<file path="src/hdl/adagrad_param_update_assert.svh">
// Assertion macros used by the back part module.
`ifndef ADAGRAD_PARAM_UPDATE_ASSERT_SVH
`define ADAGRAD_PARAM_UPDATE_ASSERT_SVH

// Check that a condition implies a consequence in the same cycle.
`define AGU_ASSERT_IMP(lbl, clk, rstn, ante, cons) \
  lbl: assert property (@(posedge clk) disable iff (!rstn) (ante) |-> (cons)) \
    else $error("assertion failed");

// Check that a condition implies a consequence in the following cycle.
`define AGU_ASSERT_NEXT(lbl, clk, rstn, ante, cons) \
  lbl: assert property (@(posedge clk) disable iff (!rstn) (ante) |=> (cons)) \
    else $error("assertion failed");

`endif

</file>
<file path="src/hdl/agu_pkg.sv">
package agu_pkg;

  localparam int unsigned MaxElementsDef = 4096;
  localparam int unsigned IdxW = 12;
  localparam int unsigned DataW = 32;
  localparam int unsigned AccW = 64;
  localparam int unsigned EpsW = 16;
  localparam int unsigned AddrW = 4;

  localparam logic [AddrW-1:0] RegInitRate = 4'h0;
  localparam logic [AddrW-1:0] RegDecay = 4'h4;
  localparam logic [AddrW-1:0] RegEps = 4'h8;

  localparam logic [DataW-1:0] InitRateRst = 32'd4294967;

  // Word passed from the front part to the back part.
  typedef struct packed {
    logic [IdxW-1:0]  idx;
    logic [DataW-1:0] param;
    logic             gneg;
    logic [DataW-1:0] gmag;
    logic             last;
  } agu_word_t;

endpackage

</file>
<file path="src/hdl/agu_front.sv">
module agu_front import agu_pkg::*; (
  input  logic             clk_i,
  input  logic             rst_ni,
  input  logic             valid_i,
  output logic             ready_o,
  input  logic [IdxW-1:0]  element_index_i,
  input  logic [DataW-1:0] param_in_i,
  input  logic [DataW-1:0] gradient_i,
  input  logic             last_element_i,
  output logic             q_valid_o,
  input  logic             q_ready_i,
  output agu_word_t        q_word_o
);

  // Two-entry queue of classified words.
  agu_word_t  mem_q [2];
  logic       wp_q, rp_q;
  logic [1:0] cnt_q;
  agu_word_t  w;
  logic       push, pop;

  // Classify: split gradient into sign and magnitude.
  always_comb begin
    w.idx   = element_index_i;
    w.param = param_in_i;
    w.gneg  = gradient_i[DataW-1];
    w.gmag  = gradient_i[DataW-1] ? (~gradient_i + 1'b1) : gradient_i;
    w.last  = last_element_i;
  end

  assign ready_o   = (cnt_q != 2'd2);
  assign push      = valid_i && ready_o;
  assign q_valid_o = (cnt_q != 2'd0);
  assign pop       = q_valid_o && q_ready_i;
  assign q_word_o  = mem_q[rp_q];

  always_ff @(posedge clk_i) begin
    if (push) begin
      mem_q[wp_q] <= w;
    end
  end

  always_ff @(posedge clk_i or negedge rst_ni) begin
    if (!rst_ni) begin
      wp_q  <= 1'b0;
      rp_q  <= 1'b0;
      cnt_q <= 2'd0;
    end else begin
      if (push) wp_q <= ~wp_q;
      if (pop) rp_q <= ~rp_q;
      cnt_q <= cnt_q + {1'b0, push} - {1'b0, pop};
    end
  end

endmodule

</file>
<file path="config.mk">
export PLATFORM = sky130hd
export DESIGN_NAME = agu_front
export DESIGN_NICKNAME = d
export VERILOG_FILES = /design/src/hdl/adagrad_param_update_assert.svh /design/src/hdl/agu_pkg.sv /design/src/hdl/agu_front.sv
export SDC_FILE = /design/constraint.sdc
export NUM_CORES = 1
export LEC_CHECK = 0
export BUFFER_PORTS_ARGS = -buffer_cell sky130_fd_sc_hd__buf_2
export CORE_UTILIZATION = 45
export CTS_BUF_LIST = sky130_fd_sc_hd__clkbuf_4 sky130_fd_sc_hd__clkbuf_8
export DETAILED_ROUTE_END_ITERATION = 10
export GPL_TIMING_DRIVEN = 0
export PLACE_DENSITY = 0.72
export SLEW_MARGIN = 10
export SYNTH_ARGS = -nofsm -noshare
export SYNTH_HDL_FRONTEND = slang
export SYNTH_SLANG_ARGS = --single-unit
</file>
<file path="constraint.sdc">
create_clock -name clk_i -period 4.3 [get_ports clk_i]
set_clock_uncertainty 0.15 [all_clocks]
set_input_delay 0.43 -clock clk_i [delete_from_list [all_inputs] [get_ports clk_i]]
set_output_delay 0.43 -clock clk_i [all_outputs]
set_load 0.1 [all_outputs]
</file>
---- Yosys cells after proc, flatten, opt, wreduce, memory -nomap -nowiden ----
Memory sizes are Yosys's and may differ from the RTL's.
Cells that the tools add are included.
storage, ports and cells
  flip-flop bits (word level) ............. 4
  bits in writable memories ............... 156
  input port bits ......................... 81
  output and inout port bits .............. 80
  logic and storage cells ................. 17
  memories kept ........................... 1
memory list
  memory  depth  bits a word  rd ports  clocked after Yosys merged registers in  wr ports  RTL line         text
  mem_q   2      78           1         0                                        1         agu_front.sv:16  agu_word_t mem_q [2];
cells by class
  $add $sub $neg .......................... 3
  equality and inequality tests ........... 1
  muxes and demuxes ....................... 3
  bitwise operators ....................... 3
  reductions and logical operators ........ 3
operators by type and width
  operator                 number
  $add A32 B1 Y32 const B  1
  $mux W32                 1
  $not A32 Y32             1
  $add A2 B1 Y2            1
  $logic_and A1 B1 Y1      2
  $mux W1                  2
  $ne A2 B2 Y1 const B     1
  $not A1 Y1               2
  $reduce_bool A2 Y1       1
  $sub A2 B1 Y2            1

---- Logic depth before layout (Yosys ltp) ----
  word-level depth ........................ 4
  gate-level depth with buffers ........... 7
  mapped depth without buffers ............ 7

---- Least setup slack after synthesis ----
No wires, ideal clock.
  path type ............................... reg2reg
  start ................................... reg cnt_q[0]
  end ..................................... mem mem_q[0][0] in the netlist's numbering, enable pin
  setup time .............................. 0.515 ns
  data arrival time ....................... 4.694 ns
  data required time ...................... 3.635 ns
  setup slack ............................. -1.060 ns
  stages on the path, launching flop included .. 4
  buffers on the path ..................... 0
  period minus slack after synthesis ...... 5.360 ns
  path through ............................ dfrtp_1 nand2b_1 nand2_1 nor2_1
between the ends
  cells in the longest elaborated chain, start to end .. 4
ends and longest elaborated chain
  what                           RTL line         text
  start, declared                agu_front.sv:18  logic [1:0] cnt_q;
  start signal, assigned         agu_front.sv:51  cnt_q <= cnt_q + {1'b0, push} - {1'b0, pop};
  $ne A2 B2 Y1                   agu_front.sv:31  assign ready_o = (cnt_q != 2'd2);
  net ready_o                    agu_front.sv:5   output logic ready_o,
  $logic_and A1 B1 Y1            agu_front.sv:32  assign push = valid_i && ready_o;
  $mux W1                        agu_front.sv:38  if (push) begin
  $mux W1 (implied by the code)  agu_front.sv:39  mem_q[wp_q] <= w;
  end, declared                  agu_front.sv:16
The timed path passes the listed nets, and every way through them passes these cells.

==> flow_summary.rst <==
.. list-table::
   :header-rows: 1

   * - Metric
     - Value
   * - Result of the run
     - completed
   * - Number of antenna violations at the first check in global routing
     - 0
   * - Antenna Cells
     - 0
   * - Root Driver
     - clkbuf_8
   * - Arrival time at the worst endpoint
     - 2.79 ns
   * - Transition time at the pin with the least slew margin
     - 0.604 ns
   * - Number of gates resized after CTS
     - 0
   * - Tmin final
     - 3.37 ns
   * - Flop and latch count out of synthesis
     - 160
   * - Syn Std Cell Area
     - 0.00649 mm2
   * - Most utilized layer in the global route result
     - met2
   * - Leading cell types by total area after synthesis
     - edfxtp_1 (72%), mux2_2 (14%), xnor2_1 (4.3%)
   * - Bufs on Longest Clock Path
     - 2
   * - Initial core utilization
     - 46.4%
   * - Final-layout setup total negative slack
     - 0 ns
   * - Tcrit/Tclk final
     - 78.4%
   * - Data required time at the worst endpoint
     - 3.72 ns
   * - Upper clock frequency limit
     - 297 MHz
   * - CTS Hold Bufs
     - 35
   * - Number of nets still failing antenna checks after routing
     - 0
   * - Overall die width
     - 122 um
   * - Wire length of the first global-routing pass
     - 19100 um
   * - Worst min-delay path class
     - in2reg
   * - Number of max-slew violations in the final report
     - 0
   * - Global-route track usage on met2
     - 29.4%
   * - Buffers inserted by post-CTS timing repair
     - 0
   * - Count of cell types in the netlist
     - 30
   * - Max-Slew Margin vs Limit
     - 59.8%
   * - Clock insertion delay at the later pin of the skew report
     - 0.44 ns
   * - Final hold violation count
     - 0
   * - Clk pin slew, worst setup/hold paths
     - 0.08 ns
   * - Biggest area consumer among synthesized cells
     - edfxtp_1
   * - Synthesis-to-layout area growth
     - 29.8%
   * - H-Tree Depth
     - 4
   * - Crit Path Max Fanout
     - 10
   * - Number of global-route vias before repair
     - 3929
   * - DPL Wire Length
     - 8820 um
   * - Pin count of the biggest net entering global routing
     - 46
   * - Area share of the leading cell type in the synthesized netlist
     - 72.2%
   * - Number of vias per cell after detailed routing
     - 5.00
   * - DIE AREA
     - 0.0149 mm2
   * - FILL cells
     - 1103
   * - Syn Nets
     - 440
   * - Core Region
     - 0.0140 mm2
   * - Layout cells sized above 1
     - 47.3%
   * - Average footprint of a synthesized cell
     - 18.2 um2
   * - Count of maximum capacitance violations
     - 0
   * - Final count of negative-setup-slack endpoints
     - 0
   * - Global route total overflow
     - 0
   * - Area used by multi-input combinational logic
     - 0.00164 mm2
   * - Sinks on the clock net
     - 160
   * - Number of detailed-route iterations in the first pass
     - 4
   * - Grt met1 use
     - 19.8%
   * - Final Wtd Congestion
     - 0.820
   * - Startpoint kind of the worst setup timing path
     - flop
   * - CP Class
     - reg2out
   * - GR Layer Usage met3
     - 7.26%
   * - Share of the yosys chip area belonging to registers
     - 73.8%
   * - GRT Total Usage
     - 17.5%
   * - Final Net Count
     - 663
   * - Total Wirelength
     - 12500 um
   * - Setup repair after global routing missed its margin
     - no
   * - Number of buffers created by CTS
     - 17
   * - Synthesized instance count
     - 356
   * - WL per Instance
     - 16.2 um
   * - Number of top-level pins
     - 161
   * - CTS tree
     - built
   * - Initial DRC Count
     - 199
   * - Row count
     - 43
   * - Kind of end point of the critical path
     - output pin
   * - Routed vias
     - 3863
   * - I/O Buffers
     - 160
   * - FF/Latch Area
     - 0.00478 mm2
   * - Die outline height
     - 122 um
   * - Residual DRC count
     - 0
   * - Yosys Warn Count
     - 0
-- flip-flops by register name, indices dropped and copies added, names as in the netlist --
signal  flops
wp_q        1
mem_q     156
rp_q        1
cnt_q       2
-- metal layers --
metal,vias up,share of wire (%)
li1,1840,-
met5,-,0
met1,1867,41
met2,146,49
met3,10,8.7
met4,0,1.1
-- placed cells by master (no fill, tap or decap), types with 3 or more instances in the layout --
cell type        n
ha_1             3
dfrtp_1          4
buf_16           3
clkbuf_1        10
inv_1            3
buf_2          160
o31ai_1         14
inv_6            3
nand2_1         12
nor2_1           3
o21ai_0          4
clkinvlp_4       4
dlygate4sd3_1   40
mux2_2          78
edfxtp_1       156
xnor2_1         32
o41ai_1          5
clkbuf_8        17
nor4_1           4
buf_1            4
or3_1            5
-- kinds of logic (layout without fill, tap and decap cells) --
kind of cell | count (synthesis) | after routing | share of synthesized area (%)
AND/OR/NAND/NOR | 39 | 39 | 3.22
buffers and inverters | 18 | 254 | 1.16
adder cells (fa/ha/maj) | 3 | 3 | 0.579
AO/OA/AOI/OAI | 25 | 25 | 3.28
multiplexers | 78 | 78 | 13.5
flip-flops | 160 | 160 | 73.8
XOR/XNOR | 33 | 33 | 4.46
-- critical path: stages, from the launching register on --
cell and delay, ns:
dfrtp_1 0.33, clkbuf_1 0.36, clkbuf_1 0.47, clkbuf_1 0.49, mux2_2 0.40, buf_2 0.29
-- synthesized netlist by cell type, drive strengths merged --
master and number:
xor2 1, o21ai 4, clkbuf 10, nand2b 2, nand3b 1, inv 3, or2 1, nand3 2
or4 2, edfxtp 156, o41ai 7, buf 5, nor3 2, and2 1, nor2 4, and3 1
ha 3, nor4b 1, o31ai 14, nand2 12, or3 5, dfrtp 4, mux2 78, xnor2 32
nand4 1, nor4 4
-- through the flow --
step	setup slack, ns	util, %	instances	area (um2)	hold WS (ns)
after floorplan	0.246	-	356	6490	-0.0156
after global placement	0.0313	53.7	696	7510	0.0877
after detailed placement	1.26	54.5	700	7630	0.0931
after CTS	0.772	59.8	767	8370	0.000577
after global routing	0.596	60.2	772	8420	0.00258
final	0.928	60.2	772	8420	0.0360
-- final timing paths --
kind	startpoint	end	slack (ns)	cells after the start
max in group asynchronous	rst_ni	wp_q	3.71	2
hold reg to reg	cnt_q[0]	cnt_q[0]	0.40	1
setup / recovery	rp_q	q_word_o[64]	0.93	5
setup reg to reg	cnt_q[1]	mem_q[0][61]	2.25	5
hold / removal	element_index_i[8]	mem_q[0][74]	0.04	1
min in group asynchronous	rst_ni	cnt_q[1]	0.17	2
-- layout make-up --
class / instances / share of cell area (%)
sequential: 160 / 56.8
clock inverter: 15 / 1.89
buffer: 15 / 0.758
inverter: 3 / 0.134
tap: 180 / 2.67
clock buffer: 17 / 2.78
multi-input combinational: 178 / 19.5
timing repair buffer: 204 / 15.5
Power is left out: the tool's default activity adds up to more than one toggle a clock period on the data nets, which glitch-free logic cannot reach.
